[src/rgbhsv_pkg.sv]
// rgbhsv_pkg: request types and fixed widths for the RGB to HSV pixel converter.
// No dependencies; imported by every module of the block.
package rgbhsv_pkg;

  localparam int unsigned CompW = 8;
  localparam int unsigned HueW  = 9;
  localparam int unsigned PctW  = 15;
  localparam int unsigned HueWrap = 360;

  localparam logic [HueW-1:0] HueOffRed   = 9'd360;
  localparam logic [HueW-1:0] HueOffGreen = 9'd120;
  localparam logic [HueW-1:0] HueOffBlue  = 9'd240;

  typedef struct packed {
    logic [CompW-1:0] red_in;
    logic [CompW-1:0] green_in;
    logic [CompW-1:0] blue_in;
  } pixel_t;

  typedef struct packed {
    logic [HueW-1:0] hue_deg;
    logic [PctW-1:0] sat_pct;
    logic [PctW-1:0] val_pct;
  } hsv_t;

  typedef struct packed {
    logic valid;
    logic grey;
    logic black;
  } stage_ctl_t;

endpackage

[src/rgb_to_hsv_pixel.sv]
// rgb_to_hsv_pixel: top level of the RGB to HSV pixel converter.
// Uses rgbhsv_pkg and rgbhsv_div.
//
// Usage:
//   Input channel: in_valid_i / in_stall_o with an RGB pixel of 8-bit components in in_req_i.
//   Output channel: out_valid_o / out_stall_i with hue, saturation, value in out_req_o.
//   A request moves when valid is high and stall is low at a rising edge.
//   Throughput: one pixel per cycle while out_stall_i does not freeze the pipeline.
//   The latency is set by the hue and saturation dividers, one quotient bit per
//   stage; value uses a reciprocal multiply and a matching delay line.
//   Stall: when the output holds a request and out_stall_i is high the whole
//   pipeline freezes and in_stall_o is raised; nothing is lost or repeated.
//   Reset: rst_ni clears all valid bits; the block accepts a pixel right after.
//   Saturation and value carry FRAC_BITS fraction bits, truncated to 15 bits.
module rgb_to_hsv_pixel
  import rgbhsv_pkg::*;
#(
  parameter int unsigned FRAC_BITS = 8
) (
  input  logic   clk_i,
  input  logic   rst_ni,
  input  logic   in_valid_i,
  output logic   in_stall_o,
  input  pixel_t in_req_i,
  output logic   out_valid_o,
  input  logic   out_stall_i,
  output hsv_t   out_req_o
);

  localparam int unsigned SW  = 7 + FRAC_BITS;
  localparam int unsigned LAT = (SW > HueW) ? SW : HueW;
  localparam int unsigned NW  = CompW + LAT;
  localparam int unsigned VNW = CompW + SW;
  localparam int unsigned PW  = 2 * VNW + 1;
  localparam logic [SW-1:0] Scale = SW'(100) << FRAC_BITS;
  localparam longint unsigned ValRecip = ((64'd1 << (VNW + 8)) + 64'd254) / 64'd255;

  logic en;
  logic out_valid_q;

  assign en         = !(out_valid_q && out_stall_i);
  assign in_stall_o = !en;

  // stage 1: capture
  logic   v1_q;
  pixel_t p1_q;

  always_ff @(posedge clk_i or negedge rst_ni) begin
    if (!rst_ni) begin
      v1_q <= 1'b0;
    end else if (en) begin
      v1_q <= in_valid_i;
    end
  end

  always_ff @(posedge clk_i) begin
    if (en) begin
      p1_q <= in_req_i;
    end
  end

  // stage 2: max, min, sector
  logic [CompW-1:0]   mx_d, mn_d;
  logic signed [8:0]  diff_d;
  logic [HueW-1:0]    off_d;
  logic [CompW-1:0]   r1, g1, b1;

  always_comb begin
    r1 = p1_q.red_in;
    g1 = p1_q.green_in;
    b1 = p1_q.blue_in;
    priority if (r1 >= g1 && r1 >= b1) begin
      mx_d   = r1;
      off_d  = HueOffRed;
      diff_d = $signed({1'b0, g1}) - $signed({1'b0, b1});
    end else if (g1 >= b1) begin
      mx_d   = g1;
      off_d  = HueOffGreen;
      diff_d = $signed({1'b0, b1}) - $signed({1'b0, r1});
    end else begin
      mx_d   = b1;
      off_d  = HueOffBlue;
      diff_d = $signed({1'b0, r1}) - $signed({1'b0, g1});
    end
    priority if (r1 <= g1 && r1 <= b1) begin
      mn_d = r1;
    end else if (g1 <= b1) begin
      mn_d = g1;
    end else begin
      mn_d = b1;
    end
  end

  logic                v2_q;
  logic [CompW-1:0]    mx2_q, d2_q;
  logic signed [8:0]   diff2_q;
  logic [HueW-1:0]     off2_q;

  always_ff @(posedge clk_i or negedge rst_ni) begin
    if (!rst_ni) begin
      v2_q <= 1'b0;
    end else if (en) begin
      v2_q <= v1_q;
    end
  end

  always_ff @(posedge clk_i) begin
    if (en) begin
      mx2_q   <= mx_d;
      d2_q    <= mx_d - mn_d;
      diff2_q <= diff_d;
      off2_q  <= off_d;
    end
  end

  // stage 3: numerators
  logic [17:0]        offd;
  logic signed [18:0] hnum;
  logic [CompW+SW-1:0] sat_num, val_num;
  stage_ctl_t         ctl3_d;

  always_comb begin
    offd    = 18'(d2_q) * 18'(off2_q);
    hnum    = 19'(diff2_q) * 19'sd60 + $signed({1'b0, offd});
    sat_num = (CompW+SW)'(d2_q) * (CompW+SW)'(Scale);
    val_num = (CompW+SW)'(mx2_q) * (CompW+SW)'(Scale);
    ctl3_d.valid = v2_q;
    ctl3_d.grey  = (d2_q == '0);
    ctl3_d.black = (mx2_q == '0);
  end

  stage_ctl_t       ctl3_q;
  logic [NW-1:0]    hnum3_q, snum3_q;
  logic [VNW-1:0]   vnum3_q;
  logic [CompW-1:0] d3_q, mx3_q;

  always_ff @(posedge clk_i or negedge rst_ni) begin
    if (!rst_ni) begin
      ctl3_q <= '0;
    end else if (en) begin
      ctl3_q <= ctl3_d;
    end
  end

  always_ff @(posedge clk_i) begin
    if (en) begin
      hnum3_q <= NW'(hnum[16:0]);
      snum3_q <= NW'(sat_num);
      vnum3_q <= val_num;
      d3_q    <= d2_q;
      mx3_q   <= mx2_q;
    end
  end

  // dividers
  logic [LAT-1:0] hq, sq;

  rgbhsv_div #(.DW(CompW), .QW(LAT)) u_div_hue (
    .clk_i, .en_i(en), .num_i(hnum3_q), .div_i(d3_q), .quo_o(hq)
  );
  rgbhsv_div #(.DW(CompW), .QW(LAT)) u_div_sat (
    .clk_i, .en_i(en), .num_i(snum3_q), .div_i(mx3_q), .quo_o(sq)
  );

  // value: floor(x / 255) by reciprocal multiply, then delayed to match the dividers
  logic [PW-1:0] vprod;
  logic [SW-1:0] vq_q [LAT+1];

  assign vprod = PW'(vnum3_q) * PW'(ValRecip);

  always_ff @(posedge clk_i) begin
    if (en) begin
      vq_q[0] <= vprod[VNW+8 +: SW];
      for (int i = 1; i <= LAT; i++) begin
        vq_q[i] <= vq_q[i-1];
      end
    end
  end

  stage_ctl_t ctl_q [LAT+1];

  always_ff @(posedge clk_i or negedge rst_ni) begin
    if (!rst_ni) begin
      for (int i = 0; i <= LAT; i++) begin
        ctl_q[i] <= '0;
      end
    end else if (en) begin
      ctl_q[0] <= ctl3_q;
      for (int i = 1; i <= LAT; i++) begin
        ctl_q[i] <= ctl_q[i-1];
      end
    end
  end

  // output stage
  logic [HueW-1:0]     hq9;
  hsv_t                res_d;
  logic [LAT+PctW-1:0] sx, vx;
  hsv_t                out_q;

  always_comb begin
    hq9 = hq[HueW-1:0];
    sx  = (LAT+PctW)'(sq);
    vx  = (LAT+PctW)'(vq_q[LAT]);
    if (ctl_q[LAT].grey) begin
      res_d.hue_deg = '0;
    end else if (hq9 >= HueW'(HueWrap)) begin
      res_d.hue_deg = hq9 - HueW'(HueWrap);
    end else begin
      res_d.hue_deg = hq9;
    end
    res_d.sat_pct = ctl_q[LAT].black ? '0 : sx[PctW-1:0];
    res_d.val_pct = vx[PctW-1:0];
  end

  always_ff @(posedge clk_i or negedge rst_ni) begin
    if (!rst_ni) begin
      out_valid_q <= 1'b0;
    end else if (en) begin
      out_valid_q <= ctl_q[LAT].valid;
    end
  end

  always_ff @(posedge clk_i) begin
    if (en) begin
      out_q <= res_d;
    end
  end

  assign out_valid_o = out_valid_q;
  assign out_req_o   = out_q;

endmodule

[src/rgbhsv_div.sv]
// rgbhsv_div: pipelined restoring divider, one quotient bit per stage.
// Uses rgbhsv_pkg; requires num_i < div_i * 2**QW.
module rgbhsv_div
  import rgbhsv_pkg::*;
#(
  parameter int unsigned DW = 8,
  parameter int unsigned QW = 9
) (
  input  logic             clk_i,
  input  logic             en_i,
  input  logic [DW+QW-1:0] num_i,
  input  logic [DW-1:0]    div_i,
  output logic [QW-1:0]    quo_o
);

  logic [DW-1:0] rem_q [QW+1];
  logic [QW-1:0] lq_q  [QW+1];
  logic [DW-1:0] dv_q  [QW+1];

  always_ff @(posedge clk_i) begin
    if (en_i) begin
      rem_q[0] <= num_i[DW+QW-1:QW];
      lq_q[0]  <= num_i[QW-1:0];
      dv_q[0]  <= div_i;
    end
  end

  for (genvar k = 0; k < QW; k++) begin : g_stage
    logic [DW:0]   trial;
    logic          ge;
    logic [DW:0]   diff;
    logic [DW-1:0] rem_d;
    logic [QW-1:0] lq_d;

    always_comb begin
      trial = {rem_q[k], lq_q[k][QW-1]};
      ge    = trial >= {1'b0, dv_q[k]};
      diff  = trial - {1'b0, dv_q[k]};
      rem_d = ge ? diff[DW-1:0] : trial[DW-1:0];
      lq_d  = {lq_q[k][QW-2:0], ge};
    end

    always_ff @(posedge clk_i) begin
      if (en_i) begin
        rem_q[k+1] <= rem_d;
        lq_q[k+1]  <= lq_d;
        dv_q[k+1]  <= dv_q[k];
      end
    end
  end

  assign quo_o = lq_q[QW];

endmodule

[config.mk]
export PLATFORM = sky130hd
export DESIGN_NAME = rgb_to_hsv_pixel
export DESIGN_NICKNAME = d
export VERILOG_FILES = /design/src/rgbhsv_pkg.sv /design/src/rgb_to_hsv_pixel.sv /design/src/rgbhsv_div.sv
export SDC_FILE = /design/constraint.sdc
export NUM_CORES = 2
export LEC_CHECK = 0
export BUFFER_PORTS_ARGS = -buffer_cell sky130_fd_sc_hd__buf_2
export CORE_MARGIN = 5
export CORE_UTILIZATION = 60
export DETAILED_ROUTE_END_ITERATION = 7
export GPL_TIMING_DRIVEN = 0
export PLACE_DENSITY = 0.76
export SLEW_MARGIN = 30
export SYNTH_ARGS = -nofsm -noshare
export SYNTH_HDL_FRONTEND = slang
export SYNTH_SLANG_ARGS = --single-unit
[constraint.sdc]
create_clock -name clk_i -period 37.8 [get_ports clk_i]
set_input_delay 5.67 -clock clk_i [delete_from_list [all_inputs] [get_ports clk_i]]
set_output_delay 5.67 -clock clk_i [all_outputs]
set_load 0.01 [all_outputs]
==> results by group <==
GRT
  – Pin count of the biggest net entering global routing: 91
  – GRT Total Usage: 17.33%
  – First-pass GRT wire length: 140,600 um
  – Gr ovfl total: 0
  – Initial antenna violation count: 0
  – Vias in the first global route: 29,600

Clock tree
  – Clk root buf: clkbuf_16
  – CTS resizes: 0
  – Clk Latency, worst-skew pair: 0.72 ns
  – CTS Buf Count: 115
  – TritonCTS clock tree: built
  – Sink Count: 1,170
  – Setup repair bufs after CTS: 0
  – Max H-tree Level: 3
  – CTS Hold Bufs: 0
  – Max clock buf depth: 3
  – Worst-path clk slew: 0.06 ns

Timing
  – Worst slew margin: 40.81%
  – Max Slew Vio Count: 0
  – TNS Setup: 0 ns
  – Final Worst Setup Slack: 25.34 ns
  – Final setup violation count: 0
  – Final period util: 32.96%
  – Max Freq: 80.26 MHz
  – Max Clock Skew: 0.07057 ns
  – Worst-margin pin slew: 0.8861 ns
  – RSZ-0062 raised after global routing: false
  – Final hold vios: 0
  – Min Tclk post-route: 12.46 ns

Synthesis
  – Post-synth ARST share: 4.615%
  – Synth Area in Compound Gates: 6.615%
  – Synth cell types: 64
  – Top FF cell, synth: edfxtp_1
  – Synthesized Nets: 4,440
  – Mapped Avg Cell Area: 14.03 um^2
  – Largest family of logic cells by synthesized area: adder cells
  – Xor-xnor portion of the synthesized cell area: 2.938%
  – Post-Synth Adder-Cell Area: 12.69%
  – Cells after Synth: 3,907
  – EDFF count, synth: 1,116
  – Register bit count reported by yosys: 1,170
  – Post-synthesis cell area: 54,810 um^2
  – YS warnings: 0
  – Simple-gate portion of the synthesized area: 6.560%
  – Sequential area share after synthesis: 63.60%
  – Post-synthesis mux area share: 3.853%

Layout
  – Commonest non-fill, non-tap cell in the layout: edfxtp_1
  – Nets: 4,639
  – N_diodes: 0
  – Synth-to-Final Area Change: 11.05%
  – Final instance area: 60,870 um^2
  – Final core utilization: 67.42%
  – Layout cells sized above 1: 10.19%
  – Commonest non-fill, non-tap cells in the layout: 1,116 x edfxtp_1, 512 x inv_1, 420 x ha_1, 259 x nand2_1, 193 x nor2_1

Setup path
  – Slowest cell on crit path: clkbuf_1
  – Critical path class: input port to output pin
  – Critical Path, Cell by Cell: buf_2, nand2_1, inv_1, clkbuf_1, buf_2
  – Buf/Inv on CP: 4
  – CP Launch Point: out_stall_i
  – Cell mode on critical path: buf_2
  – Worst r2r dst: hnum3_q[16]$_DFFE_PN_
  – Critical Path End: in_stall_o
  – CP peak stage delay: 0.35 ns
  – Worst Reg2Reg Path Length in Cells: 24
  – Critical path depth: 5
  – Worst EP required: 32.13 ns
  – Type of origin of the critical path: input port
  – Critical R2R Launch: diff2_q[0]$_DFFE_PN_
  – Arrival @ worst endpoint: 6.79 ns
  – Delay-heaviest family, CP: buffers and inverters
  – Setup crit end kind: output pin
  – Crit-path max FO: 10
  – Register-to-Register Setup Slack: 30.88 ns

Min path
  – HP Class: register to register

Run
  – Max-Cap Viols: 0

Routing
  – DRC violations left: 0
  – Final ANT Viol Nets: 0
  – DR vias: 28,710
  – Drt wl/cell: 15.42 um
  – Initial detailed-routing violation count: 1,696
  – Pre-antenna DRT Iters: 5
  – Vias per cell: 5.342
  – Total Wirelength: 82,900 um

Floorplanning
  – Initial Utilization: 60.71%
  – Die Area: 97,500 um^2
  – Die Wd: 312.3 um
  – Site Rows: 110
  – Core area: 90,290 um^2
  – DIE HEIGHT: 312.3 um
  – I/O pin total: 69

Placed design
  – Setup WS pre-CTS: 25.35 ns
  – DP Wirelength: 57,000 um
  – GP Congestion: 0.8429
  – Area after DPL: 57,020 um^2
  – PortBufs: 68

Outcome
  – Status: finished, final reports clean
[flip-flops by register name, summed over array words and instances, names as in the netlist, 9 cells and up]
name / cells
out_req_o: 39
u_div_hue.rem_q: 114
u_div_sat.lq_q: 123
u_div_sat.dv_q: 120
vq_q: 240
u_div_hue.dv_q: 120
vnum3_q: 10
snum3_q: 10
ctl_q: 48
hnum3_q: 15
u_div_hue.lq_q: 136
u_div_sat.rem_q: 120
diff2_q: 9
[worst min path at each step]
stage                     cells after the start                            from                         endpoint
after detailed placement                      0           vq_q[15][8]$_DFFE_PN_           out_req_o[8]$_DFFE_PN_
after floorplan                               0           vq_q[15][0]$_DFFE_PN_           out_req_o[0]$_DFFE_PN_
after global routing                          0           vq_q[4][10]$_DFFE_PN_            vq_q[5][10]$_DFFE_PN_
after CTS                                     0            vq_q[2][4]$_DFFE_PN_             vq_q[3][4]$_DFFE_PN_
after global placement                        0  u_div_sat.lq_q[9][5]$_DFFE_PN_  u_div_sat.lq_q[10][6]$_DFFE_PN_
final                                         0            vq_q[2][4]$_DFFE_PN_             vq_q[3][4]$_DFFE_PN_
[cells in the mapped netlist, types with 28 or more instances]
master	number	area [um^2]
dfrtp_1	54	1351
a21o_1	43	322.8
o21a_1	72	540.5
mux2_2	128	1441
a21oi_1	122	610.6
nand2b_1	34	212.7
nor2_1	193	724.4
xnor2_1	129	1130
edfxtp_1	1116	33510
nor4_1	28	175.2
ha_1	420	5255
xor2_1	53	464.2
nor3_1	37	185.2
a21boi_0	40	300.3
nand2_1	259	972.2
and2_1	31	193.9
fa_1	85	1702
nor2b_1	89	556.8
nand4_1	54	337.8
inv_1	512	1922
o21ai_1	66	330.3
o21ai_0	103	515.5
mux2i_1	58	580.6
[kinds of logic after synthesis]
| logic type | Yosys count |
|---|---|
| mux | 194 |
| compound gates | 551 |
| flops | 1170 |
| buf+inv | 540 |
| simple gates | 764 |
| fa+ha+maj | 505 |
| xor+xnor | 183 |
[layout make-up]
type / count / area [um^2]
inverter: 515 / 1933
timing repair buffer: 82 / 728.2
clock buffer: 143 / 3003
tap: 1176 / 1471
fill: 6105 / 29420
buffer: 25 / 125.1
sequential: 1170 / 34860
clock inverter: 67 / 845.8
multi-input combinational: 2197 / 17900
[per-layer routing]
layer	wire length, um	vias to the layer above	track usage (%)
li1	-	14370	-
met1	33390	13740	20.21
met2	43420	407	31.94
met3	2946	193	2.829
met4	3140	0	7.094
met5	0	-	0
[metrics by stage]
step | hold WS (ns) | std cells
finish | 0.3456 | 5375
global placement | 0.4002 | 5151
detailed placement | 0.4045 | 5165
floorplan | 0.4003 | 3907
CTS | 0.3399 | 5375
global route | 0.3562 | 5375
Power is not shown: default switching activity piles up to over one toggle a cycle in this logic, so the estimate is an artifact.
